===== src/ps2sa_pkg.sv =====
`timescale 1ns / 1ps

package ps2sa_pkg;

    localparam logic [7:0] SC_EXT_PREFIX = 8'hE0;
    localparam logic [7:0] SC_RELEASE    = 8'h80;
    localparam logic [6:0] SC_CODE_MASK  = 7'h7F;
    localparam logic [6:0] SC_CTRL       = 7'h1D;
    localparam logic [6:0] SC_LSHIFT     = 7'h2A;
    localparam logic [6:0] SC_RSHIFT     = 7'h36;
    localparam logic [6:0] SC_ENTER      = 7'h1C;
    localparam logic [6:0] SC_MAP_SIZE   = 7'd58;

    localparam logic [6:0] SC_UP         = 7'h48;
    localparam logic [6:0] SC_DOWN       = 7'h50;
    localparam logic [6:0] SC_LEFT       = 7'h4B;
    localparam logic [6:0] SC_RIGHT      = 7'h4D;
    localparam logic [6:0] SC_HOME       = 7'h47;
    localparam logic [6:0] SC_END        = 7'h4F;
    localparam logic [6:0] SC_PGUP       = 7'h49;
    localparam logic [6:0] SC_PGDN       = 7'h51;
    localparam logic [6:0] SC_DELETE     = 7'h53;

    localparam logic [6:0] CH_SHIFT_ENTER = 7'h0F;
    localparam logic [6:0] CH_CTRL_MASK   = 7'h1F;
    localparam logic [6:0] CH_UP          = 7'h10;
    localparam logic [6:0] CH_DOWN        = 7'h0E;
    localparam logic [6:0] CH_LEFT        = 7'h02;
    localparam logic [6:0] CH_RIGHT       = 7'h06;
    localparam logic [6:0] CH_HOME        = 7'h01;
    localparam logic [6:0] CH_END         = 7'h05;
    localparam logic [6:0] CH_PGUP        = 7'h19;
    localparam logic [6:0] CH_PGDN        = 7'h1A;
    localparam logic [6:0] CH_DELETE      = 7'h7F;
    localparam logic [6:0] CH_NONE        = 7'h00;

    localparam logic REQ_SCANCODE = 1'b0;
    localparam logic REQ_READ     = 1'b1;

    typedef struct packed {
        logic shift;
        logic ctrl;
        logic ext;
    } flags_t;

    typedef struct packed {
        logic       push;
        logic [6:0] push_char;
        logic       shift_we;
        logic       shift_val;
        logic       ctrl_we;
        logic       ctrl_val;
        logic       ext_next;
    } dec_t;

    function automatic logic [6:0] plain_map(input logic [5:0] code);
        logic [6:0] ch;
        case (code)
            6'd1:  ch = 7'h1B; 6'd2:  ch = 7'h31; 6'd3:  ch = 7'h32; 6'd4:  ch = 7'h33;
            6'd5:  ch = 7'h34; 6'd6:  ch = 7'h35; 6'd7:  ch = 7'h36; 6'd8:  ch = 7'h37;
            6'd9:  ch = 7'h38; 6'd10: ch = 7'h39; 6'd11: ch = 7'h30; 6'd12: ch = 7'h2D;
            6'd13: ch = 7'h3D; 6'd14: ch = 7'h08; 6'd15: ch = 7'h09; 6'd16: ch = 7'h71;
            6'd17: ch = 7'h77; 6'd18: ch = 7'h65; 6'd19: ch = 7'h72; 6'd20: ch = 7'h74;
            6'd21: ch = 7'h79; 6'd22: ch = 7'h75; 6'd23: ch = 7'h69; 6'd24: ch = 7'h6F;
            6'd25: ch = 7'h70; 6'd26: ch = 7'h5B; 6'd27: ch = 7'h5D; 6'd28: ch = 7'h0A;
            6'd30: ch = 7'h61; 6'd31: ch = 7'h73; 6'd32: ch = 7'h64; 6'd33: ch = 7'h66;
            6'd34: ch = 7'h67; 6'd35: ch = 7'h68; 6'd36: ch = 7'h6A; 6'd37: ch = 7'h6B;
            6'd38: ch = 7'h6C; 6'd39: ch = 7'h3B; 6'd40: ch = 7'h27; 6'd41: ch = 7'h60;
            6'd43: ch = 7'h5C; 6'd44: ch = 7'h7A; 6'd45: ch = 7'h78; 6'd46: ch = 7'h63;
            6'd47: ch = 7'h76; 6'd48: ch = 7'h62; 6'd49: ch = 7'h6E; 6'd50: ch = 7'h6D;
            6'd51: ch = 7'h2C; 6'd52: ch = 7'h2E; 6'd53: ch = 7'h2F; 6'd55: ch = 7'h2A;
            6'd57: ch = 7'h20;
            default: ch = CH_NONE;
        endcase
        return ch;
    endfunction

    function automatic logic [6:0] shifted_map(input logic [5:0] code);
        logic [6:0] ch;
        case (code)
            6'd1:  ch = 7'h1B; 6'd2:  ch = 7'h21; 6'd3:  ch = 7'h40; 6'd4:  ch = 7'h23;
            6'd5:  ch = 7'h24; 6'd6:  ch = 7'h25; 6'd7:  ch = 7'h5E; 6'd8:  ch = 7'h26;
            6'd9:  ch = 7'h2A; 6'd10: ch = 7'h28; 6'd11: ch = 7'h29; 6'd12: ch = 7'h5F;
            6'd13: ch = 7'h2B; 6'd14: ch = 7'h08; 6'd15: ch = 7'h09; 6'd16: ch = 7'h51;
            6'd17: ch = 7'h57; 6'd18: ch = 7'h45; 6'd19: ch = 7'h52; 6'd20: ch = 7'h54;
            6'd21: ch = 7'h59; 6'd22: ch = 7'h55; 6'd23: ch = 7'h49; 6'd24: ch = 7'h4F;
            6'd25: ch = 7'h50; 6'd26: ch = 7'h7B; 6'd27: ch = 7'h7D; 6'd28: ch = 7'h0A;
            6'd30: ch = 7'h41; 6'd31: ch = 7'h53; 6'd32: ch = 7'h44; 6'd33: ch = 7'h46;
            6'd34: ch = 7'h47; 6'd35: ch = 7'h48; 6'd36: ch = 7'h4A; 6'd37: ch = 7'h4B;
            6'd38: ch = 7'h4C; 6'd39: ch = 7'h3A; 6'd40: ch = 7'h22; 6'd41: ch = 7'h7E;
            6'd43: ch = 7'h7C; 6'd44: ch = 7'h5A; 6'd45: ch = 7'h58; 6'd46: ch = 7'h43;
            6'd47: ch = 7'h56; 6'd48: ch = 7'h42; 6'd49: ch = 7'h4E; 6'd50: ch = 7'h4D;
            6'd51: ch = 7'h3C; 6'd52: ch = 7'h3E; 6'd53: ch = 7'h3F; 6'd55: ch = 7'h2A;
            6'd57: ch = 7'h20;
            default: ch = CH_NONE;
        endcase
        return ch;
    endfunction

    function automatic logic [6:0] ext_map(input logic [6:0] code);
        logic [6:0] ch;
        unique case (code)
            SC_UP:     ch = CH_UP;
            SC_DOWN:   ch = CH_DOWN;
            SC_LEFT:   ch = CH_LEFT;
            SC_RIGHT:  ch = CH_RIGHT;
            SC_HOME:   ch = CH_HOME;
            SC_END:    ch = CH_END;
            SC_PGUP:   ch = CH_PGUP;
            SC_PGDN:   ch = CH_PGDN;
            SC_DELETE: ch = CH_DELETE;
            default:   ch = CH_NONE;
        endcase
        return ch;
    endfunction

endpackage


===== src/ps2sa_decode.sv =====
`timescale 1ns / 1ps

module ps2sa_decode (
    input  logic [7:0]        scan_byte,
    input  ps2sa_pkg::flags_t flags,
    output ps2sa_pkg::dec_t   dec
);

    logic       release_bit;
    logic [6:0] code;
    logic [6:0] map_ch;
    logic [6:0] ext_ch;
    logic       is_letter;

    assign release_bit = (scan_byte & ps2sa_pkg::SC_RELEASE) != 8'h00;
    assign code        = scan_byte[6:0] & ps2sa_pkg::SC_CODE_MASK;
    assign map_ch      = flags.shift ? ps2sa_pkg::shifted_map(code[5:0])
                                     : ps2sa_pkg::plain_map(code[5:0]);
    assign ext_ch      = ps2sa_pkg::ext_map(code);
    assign is_letter   = (map_ch >= 7'h61 && map_ch <= 7'h7A) ||
                         (map_ch >= 7'h41 && map_ch <= 7'h5A);

    always_comb begin
        dec           = '0;
        dec.push_char = ps2sa_pkg::CH_NONE;
        if (scan_byte == ps2sa_pkg::SC_EXT_PREFIX) begin
            dec.ext_next = 1'b1;
        end else if (flags.ext) begin
            if (code == ps2sa_pkg::SC_CTRL) begin
                dec.ctrl_we  = 1'b1;
                dec.ctrl_val = !release_bit;
            end else if (!release_bit) begin
                dec.push_char = ext_ch;
                dec.push      = ext_ch != ps2sa_pkg::CH_NONE;
            end
        end else if (code == ps2sa_pkg::SC_LSHIFT || code == ps2sa_pkg::SC_RSHIFT) begin
            dec.shift_we  = 1'b1;
            dec.shift_val = !release_bit;
        end else if (code == ps2sa_pkg::SC_CTRL) begin
            dec.ctrl_we  = 1'b1;
            dec.ctrl_val = !release_bit;
        end else if (!release_bit) begin
            if (code == ps2sa_pkg::SC_ENTER && flags.shift) begin
                dec.push      = 1'b1;
                dec.push_char = ps2sa_pkg::CH_SHIFT_ENTER;
            end else if (code < ps2sa_pkg::SC_MAP_SIZE) begin
                dec.push_char = (flags.ctrl && is_letter) ?
                                (map_ch & ps2sa_pkg::CH_CTRL_MASK) : map_ch;
                dec.push      = map_ch != ps2sa_pkg::CH_NONE;
            end
        end
    end

endmodule


===== src/ps2_set1_scancode_to_ascii_fifo_top.sv =====
`timescale 1ns / 1ps
// Channel | Dir | tdata                 | tuser
// s_      | in  | [7:0] scan_byte       | [0] req_type (0 scancode, 1 read)
// m_      | out | [6:0] char_code, [7]0 | [0] has_char
//
// One request per cycle while the input register is not held by a waiting read.
// A scancode updates modifiers and pushes into the ring as it leaves the input register, no result.
// A read's result is presented at the edge it leaves the input register, with data
// from the registered ring read port.
// aresetn (sync, active low) empties the ring and clears modifiers.
// A read waits in the input register only while the output holds an untaken result.

module ps2_set1_scancode_to_ascii_fifo_top #(
    parameter int RING_DEPTH = 256
) (
    input  logic       aclk,
    input  logic       aresetn,
    input  logic       s_tvalid,
    output logic       s_tready,
    input  logic [7:0] s_tdata,   // [7:0] scan_byte
    input  logic       s_tuser,   // [0] req_type
    output logic       m_tvalid,
    input  logic       m_tready,
    output logic [7:0] m_tdata,   // [6:0] char_code, [7] zero
    output logic       m_tuser    // [0] has_char
);

    localparam int              PTR_W    = $clog2(RING_DEPTH);
    localparam logic [PTR_W-1:0] PTR_LAST = PTR_W'(RING_DEPTH - 1);

    logic             in_valid_reg;
    logic             in_type_reg;
    logic [7:0]       in_byte_reg;
    logic [PTR_W-1:0] wptr_reg, rptr_reg;
    logic             shift_reg, ctrl_reg, ext_reg;
    logic             m_valid_reg;
    logic             has_char_reg;
    logic [6:0]       rd_data_reg;
    logic [6:0]       ring_mem [RING_DEPTH];

    ps2sa_pkg::flags_t flags;
    ps2sa_pkg::dec_t   dec;
    logic              out_free, is_read, adv, is_scan;
    logic              empty, full, push_do, pop_do, read_do;
    logic [PTR_W-1:0]  wptr_inc, rptr_inc;

    assign flags = '{shift: shift_reg, ctrl: ctrl_reg, ext: ext_reg};

    ps2sa_decode u_decode (
        .scan_byte (in_byte_reg),
        .flags     (flags),
        .dec       (dec)
    );

    assign wptr_inc = (wptr_reg == PTR_LAST) ? '0 : wptr_reg + 1'b1;
    assign rptr_inc = (rptr_reg == PTR_LAST) ? '0 : rptr_reg + 1'b1;
    assign empty    = wptr_reg == rptr_reg;
    assign full     = wptr_inc == rptr_reg;

    assign out_free = !m_valid_reg || m_tready;
    assign is_read  = in_valid_reg && (in_type_reg == ps2sa_pkg::REQ_READ);
    assign is_scan  = in_valid_reg && (in_type_reg == ps2sa_pkg::REQ_SCANCODE);
    assign read_do  = is_read && out_free;
    assign adv      = is_scan || read_do;
    assign push_do  = is_scan && dec.push && !full;
    assign pop_do   = read_do && !empty;
    assign s_tready = !in_valid_reg || adv;

    always_ff @(posedge aclk) begin
        if (!aresetn) begin
            in_valid_reg <= 1'b0;
        end else if (s_tready) begin
            in_valid_reg <= s_tvalid;
        end
        if (s_tready) begin
            in_type_reg <= s_tuser;
            in_byte_reg <= s_tdata;
        end
    end

    always_ff @(posedge aclk) begin
        if (!aresetn) begin
            wptr_reg  <= '0;
            rptr_reg  <= '0;
            shift_reg <= 1'b0;
            ctrl_reg  <= 1'b0;
            ext_reg   <= 1'b0;
        end else begin
            if (push_do) begin
                wptr_reg <= wptr_inc;
            end
            if (pop_do) begin
                rptr_reg <= rptr_inc;
            end
            if (is_scan) begin
                ext_reg <= dec.ext_next;
                if (dec.shift_we) begin
                    shift_reg <= dec.shift_val;
                end
                if (dec.ctrl_we) begin
                    ctrl_reg <= dec.ctrl_val;
                end
            end
        end
    end

    always_ff @(posedge aclk) begin
        if (push_do) begin
            ring_mem[wptr_reg] <= dec.push_char;
        end
        if (pop_do) begin
            rd_data_reg <= ring_mem[rptr_reg];
        end
    end

    always_ff @(posedge aclk) begin
        if (!aresetn) begin
            m_valid_reg <= 1'b0;
        end else if (out_free) begin
            m_valid_reg <= read_do;
        end
        if (read_do) begin
            has_char_reg <= !empty;
        end
    end

    assign m_tvalid = m_valid_reg;
    assign m_tuser  = has_char_reg;
    assign m_tdata  = {1'b0, has_char_reg ? rd_data_reg : ps2sa_pkg::CH_NONE};

    a_ptr_range: assert property (@(posedge aclk) disable iff (!aresetn)
        wptr_reg <= PTR_LAST && rptr_reg <= PTR_LAST)
        else $error("ring pointer out of range");

    a_pop_result: assert property (@(posedge aclk) disable iff (!aresetn)
        pop_do |=> m_tvalid && m_tuser)
        else $error("pop did not present a character");

    a_empty_result: assert property (@(posedge aclk) disable iff (!aresetn)
        (read_do && empty) |=> m_tvalid && !m_tuser && m_tdata == 8'h00)
        else $error("empty read result wrong");

    a_prefix_held: assert property (@(posedge aclk) disable iff (!aresetn)
        (is_scan && in_byte_reg == ps2sa_pkg::SC_EXT_PREFIX) |=> ext_reg)
        else $error("extended prefix not recorded");

    a_no_overfill: assert property (@(posedge aclk) disable iff (!aresetn)
        push_do |=> wptr_reg != rptr_reg)
        else $error("push left ring looking empty");

endmodule


===== config.mk =====
export PLATFORM = sky130hd
export DESIGN_NAME = ps2_set1_scancode_to_ascii_fifo_top
export DESIGN_NICKNAME = d
export VERILOG_FILES = /design/src/ps2sa_pkg.sv /design/src/ps2sa_decode.sv /design/src/ps2_set1_scancode_to_ascii_fifo_top.sv
export SDC_FILE = /design/constraint.sdc
export NUM_CORES = 2
export LEC_CHECK = 0
export BUFFER_PORTS_ARGS = -buffer_cell sky130_fd_sc_hd__buf_2
export CAP_MARGIN = 25
export CORE_AREA = 4 4 458 460
export DETAILED_ROUTE_END_ITERATION = 12
export DIE_AREA = 0 0 462 464
export GPL_TIMING_DRIVEN = 0
export PLACE_DENSITY = 0.63
export SKIP_CTS_REPAIR_TIMING = 1
export SLEW_MARGIN = 20
export SYNTH_ARGS = -nofsm -noshare
export SYNTH_HDL_FRONTEND = slang
export SYNTH_HIERARCHICAL = 1
export SYNTH_SLANG_ARGS = --single-unit

===== constraint.sdc =====
create_clock -name aclk -period 10.95 [get_ports aclk]
set_input_delay 1.095 -clock aclk [delete_from_list [all_inputs] [get_ports aclk]]
set_output_delay 1.095 -clock aclk [all_outputs]
set_load 0.1 [all_outputs]

=== After elaboration in Yosys (flattened, before gate mapping) ===
Memories as Yosys holds them, arrays and structs flattened. A register that Yosys moved wholly into a read port is not among the register bits.
Index checks and enable logic that the tools add are counted.

* Word-level logic and storage cells: 88
* RAM bits: 1792
* Register bits: 31
* Bits of input ports: 13
* Bits in read-only memories: 896
* Output and inout port bits: 11
* Memories: 3

{| class="wikitable"
|+ Memory list
! name !! depth !! width !! rd ports !! clocked after memory_dff !! write ports !! line !! text
|-
| ring_mem || 256 || 7 || 1 || 1 || 1 || ps2_set1_scancode_to_ascii_fifo_top.sv:39 || <nowiki>logic [6:0] ring_mem [RING_DEPTH];</nowiki>
|-
| (name not given) || 64 || 7 || 1 || 1 || 0 || ps2sa_pkg.sv:58 || <nowiki>case (code)</nowiki>
|-
| (name not given) || 64 || 7 || 1 || 1 || 0 || ps2sa_pkg.sv:80 || <nowiki>case (code)</nowiki>
|}

* Reductions and logical operators: 24
* Bitwise logic cells: 1
* $lt $le $gt $ge: 5
* Add/subtract/negate cells: 2
* Muxes and demuxes: 25
* Equal/unequal tests: 18

{| class="wikitable"
|+ Operators with widths
! kind !! count
|-
| $mux W8 || 10
|-
| $eq A7 B7 Y1 const B || 9
|-
| $pmux W7 S9 || 1
|-
| $eq A8 B8 Y1 const B || 3
|-
| $mux W7 || 3
|-
| $add A8 B1 Y8 const B || 2
|-
| $eq A8 B8 Y1 || 2
|-
| $eq A7 B5 Y1 const B || 2
|-
| $eq A7 B6 Y1 const B || 2
|-
| $ge A7 B7 Y1 const B || 2
|-
| $le A7 B7 Y1 const B || 2
|-
| $reduce_bool A7 Y1 || 2
|-
| $mux W12 || 1
|-
| $mux W6 || 2
|-
| $logic_and A1 B1 Y1 || 10
|-
| $mux W2 || 5
|-
| $lt A7 B6 Y1 const B || 1
|-
| $logic_not A1 Y1 || 5
|-
| $logic_or A1 B1 Y1 || 5
|-
| $reduce_and A2 Y1 || 2
|-
| $mux W1 || 3
|-
| $not A1 Y1 || 1
|}

=== Longest topological paths before layout ===
* Word-level depth: 17
* Depth in mapped cells: 17
* Mapped depth without buffers: 13

=== Modules after synthesis ===
The synthesis kept the hierarchy.

{| class="wikitable"
|+ Modules (own cells, without submodules)
! module !! area each (sq um) !! cells each !! times used !! seq. area each (sq um)
|-
| ps2_set1_scancode_to_ascii_fifo_top || 72036.6 || 3513 || 1 || 54742.5
|-
| ps2sa_decode || 1649.1 || 255 || 1 || 0.0
|}

=== Worst setup path after synthesis ===
No wires, ideal clock.

* Kind: reg-to-reg
* Start point: register in_byte_reg[1]
* End point: memory ring_mem[0][6] (data pin)
* Arrival: 9.998 ns
* Period minus slack after synthesis: 11.727 ns
* Setup slack: -0.777 ns
* Stages on the path, launching flop included: 11
* Path buffers: 2
* Cells stage by stage: edfxtp_1 buf_2 inv_1 ha_1 clkbuf_1 o211ai_1 o311a_1 o311a_1 a211oi_1 nand3_1 a31oi_1

{| class="wikitable"
|+ RTL lines
! element !! line !! text
|-
| start: declaration || ps2_set1_scancode_to_ascii_fifo_top.sv:33 || <nowiki>logic [7:0] in_byte_reg;</nowiki>
|-
| start signal: assignment || ps2_set1_scancode_to_ascii_fifo_top.sv:77 || <nowiki>in_byte_reg <= s_tdata;</nowiki>
|-
| end: declaration || ps2_set1_scancode_to_ascii_fifo_top.sv:39 ||
|}

==> impl_metrics.toml <==
[place]
dpl_cell_area_sq_um = 79100
gp_congestion = 1.00
io_buffers = 22
numPlacedInstances = 6571
pre_cts_slack_ns = 4.23
dp_hpwl_um = 179000

[clocking]
cts_tree = "done"
htreeDepth = 4
clock_latency_ns = 0.86
clockBufferDepth = 3
root_buffer = "clkbuf_16"
cts.sinks = 1830
path_clk_slew_ns = 0.06
cts_made_buffers = 184

[sta]
setup_slack_ns = 4.19
fin_crit_sh = 0.618
tns_ns = 0
worst_slew_pin_slew_ns = 1.30
fmax_mhz = 148
slew_headroom = 0.129
clock_skew_ns = 0.0496
setup_viol = 0
min_period_ns = 6.76
rsz0062_at_grt = "false"
hold_violations = 0
report.final.slew_viol_count = 0

[global_route]
grt_pass1_vias = 40500
grt_pass1_wl_um = 355000
grt_max_degree = 79
gr-total-overflow = 0
gr-usage-all-layers = 0.244
antenna_found_initial = 18

[finish]
final.fill_count = 17982
drive_gt1_frac = 0.234
fin_nets = 4085
syn2layout_area_growth_pct = 15.1
final_cells = 6920
largest_register_ffs = 1792
fin_area_sq_um = 84800
top_register = "ring_mem"

[floorplanning]
die_x_um = 462
placementRows = 167
initial_utilization = 0.358
core_sq_um = 206000
die_h_um = 464
dieArea_sq_um = 214000
pin_count = 24

[drt]
drtIter0Drc = 7916
wire_per_inst_um = 38.4
via_per_inst = 6.20
via_count = 42889
dr.pass1.iters = 9
antenna_left = 0
drcViolationCount = 0
routed_wl_um = 266000

[critical_path]
worstPathCellList = "buf_2 > inv_1 > ha_1 > clkbuf_1 > mux2i_1 > o221ai_1 > o211ai_1 > a221oi_2 > a211oi_1 > nand3_1 > o41a_1 > nand2_1 > a31oi_4 > nand3_1 > clkbuf_2 > nor2_1"
cp_slowest_cell = "nand3_1"
timing.rr.start = "in_byte_reg[1]"
cp_common_cell = "nand3_1"
crit_fanout = 13
slowest_delay_ns = 0.86
path_class = "register to register"
startpoint = "in_byte_reg[1]"
end_kind = "register"
crit_arrival_ns = 7.23
crit_required_ns = 11.41
startpoint_type = "register"

[power_and_ir_drop]
combPwrFrac = 0.032
clkPwrFrac = 0.428
cellLeakagePower_nw = 26.3
internal-power_mw = 11.2
p_sw_frac = 0.214
power.density_nw_per_um2 = 168
ir_drop_mv = 0.175
p_switching_mw = 3.05
power.total_mw = 14.3
p_seq_frac = 0.541

[flow_run]
cap_viol_max_count = 0

[synth]
synth_top_area_frac = 0.737
ys_warn_count = 6
yosysUniqueCellTypes = 81
synth_nets = 3799
synth_edf_count = 1809
yosysMostFrequentCell = "edfxtp_1"
synth_top_cell_by_area = "edfxtp_1"
syn_avg_cell_area_sq_um = 19.6
async_flop_share = 0
ys.flop_type = "edfxtp_1"
syn_area_sq_um = 73700
ys_ff_latch = 1830
synth.area.top_cells = "edfxtp_1 74%, mux4_2 12%, mux2i_1 2.3%"
yosys-top-cells-count = "1,809 x edfxtp_1, 403 x mux4_2, 306 x nor2_1, 169 x mux2i_1, 115 x nand2_1"
netlist_instances = 3768
ys_seq_area_frac = 0.743

[min_path]
hold_class = "input pin to register"
worstHoldStart = "s_tdata[0]"

[status]
status = "finished clean"
per-stage QoR:
step	utilization	hold slack, ns
2_1_floorplan	-	0.439
3_3_place_gp	0.375	0.477
4_1_cts	0.411	0.405
6_report	0.412	0.447
5_1_grt	0.412	0.426
3_5_place_dp	0.384	0.465
critical path: cells and delay by family (launching register included):
kind | cells | cell delay, ns
buf+inv | 4 | 1.82
fa+ha+maj | 1 | 0.24
flops | 1 | 0.52
compound gates | 6 | 1.47
mux | 1 | 0.15
simple gates | 4 | 2.16
power by group through the flow:
stage	Combinational, mW	Clock [mW]	Sequential (mW)
final	0.450	6.11	7.71
after global routing	0.464	6.42	7.71
after CTS	0.440	6.11	7.71
after detailed placement	0.439	0	7.86
after global placement	0.357	0	7.95
after floorplan	0.209	0	7.91
final timing paths:
check,endpoint,slack (ns),cells past startpoint
setup / recovery,ring_mem[211][4],4.19,16
hold / removal,in_byte_reg[0],0.45,1
setup reg to reg,ring_mem[211][4],4.19,16
hold reg to reg,ctrl_reg,0.47,2
cell type report:
type	instances	area (sq um)	area share
plain buffers	242	1430	0.0169
repair buffers	100	1870	0.0221
flip-flops and latches	1830	54700	0.645
diodes	17	42.5	0.000502
clock inverters	93	828	0.00976
multi-input cells	1676	17600	0.207
clock buffers	238	4870	0.0574
inverters	20	75.1	0.000885
well taps	2704	3380	0.0399
cells by family after synthesis:
family | count (synthesis) | synth area share
xor+xnor | 22 | 0.00261
mux | 606 | 0.154
buf+inv | 262 | 0.0198
flops | 1830 | 0.743
simple gates | 623 | 0.0384
fa+ha+maj | 18 | 0.00306
other cells | 1 | 0.0000509
compound gates | 406 | 0.0388
layer usage:
metal / share of wire / routed length (um) / global-route usage / vias up
li1: - / - / - / 16109
met4: 0.067 / 17700 / 0.134 / 16
met5: 0.00083 / 221 / 0 / -
met2: 0.44 / 116000 / 0.355 / 3613
met1: 0.36 / 94400 / 0.314 / 22370
met3: 0.14 / 37600 / 0.0936 / 781
cells in the final DEF (no fill, tap or decap), drive strengths merged, types with 6 or more instances in the layout:
cell / count
a2111oi: 9
a211o: 6
a211oi: 31
a21boi: 12
a21o: 8
a21oi: 80
a221oi: 38
a22o: 9
a22oi: 16
a31oi: 18
a41oi: 7
and2: 20
and3: 7
buf: 256
bufinv: 9
clkbuf: 324
clkinv: 72
dfxtp: 21
diode: 17
edfxtp: 1809
ha: 18
inv: 27
mux2: 19
mux2i: 169
mux4: 418
nand2: 116
nand2b: 25
nand3: 43
nand4: 10
nor2: 307
nor2b: 43
nor3: 22
nor4: 8
o211ai: 16
o21ai: 62
o221ai: 20
o22ai: 24
o311ai: 7
xnor2: 11
xor2: 11
(Power assumes the default switching activity.)
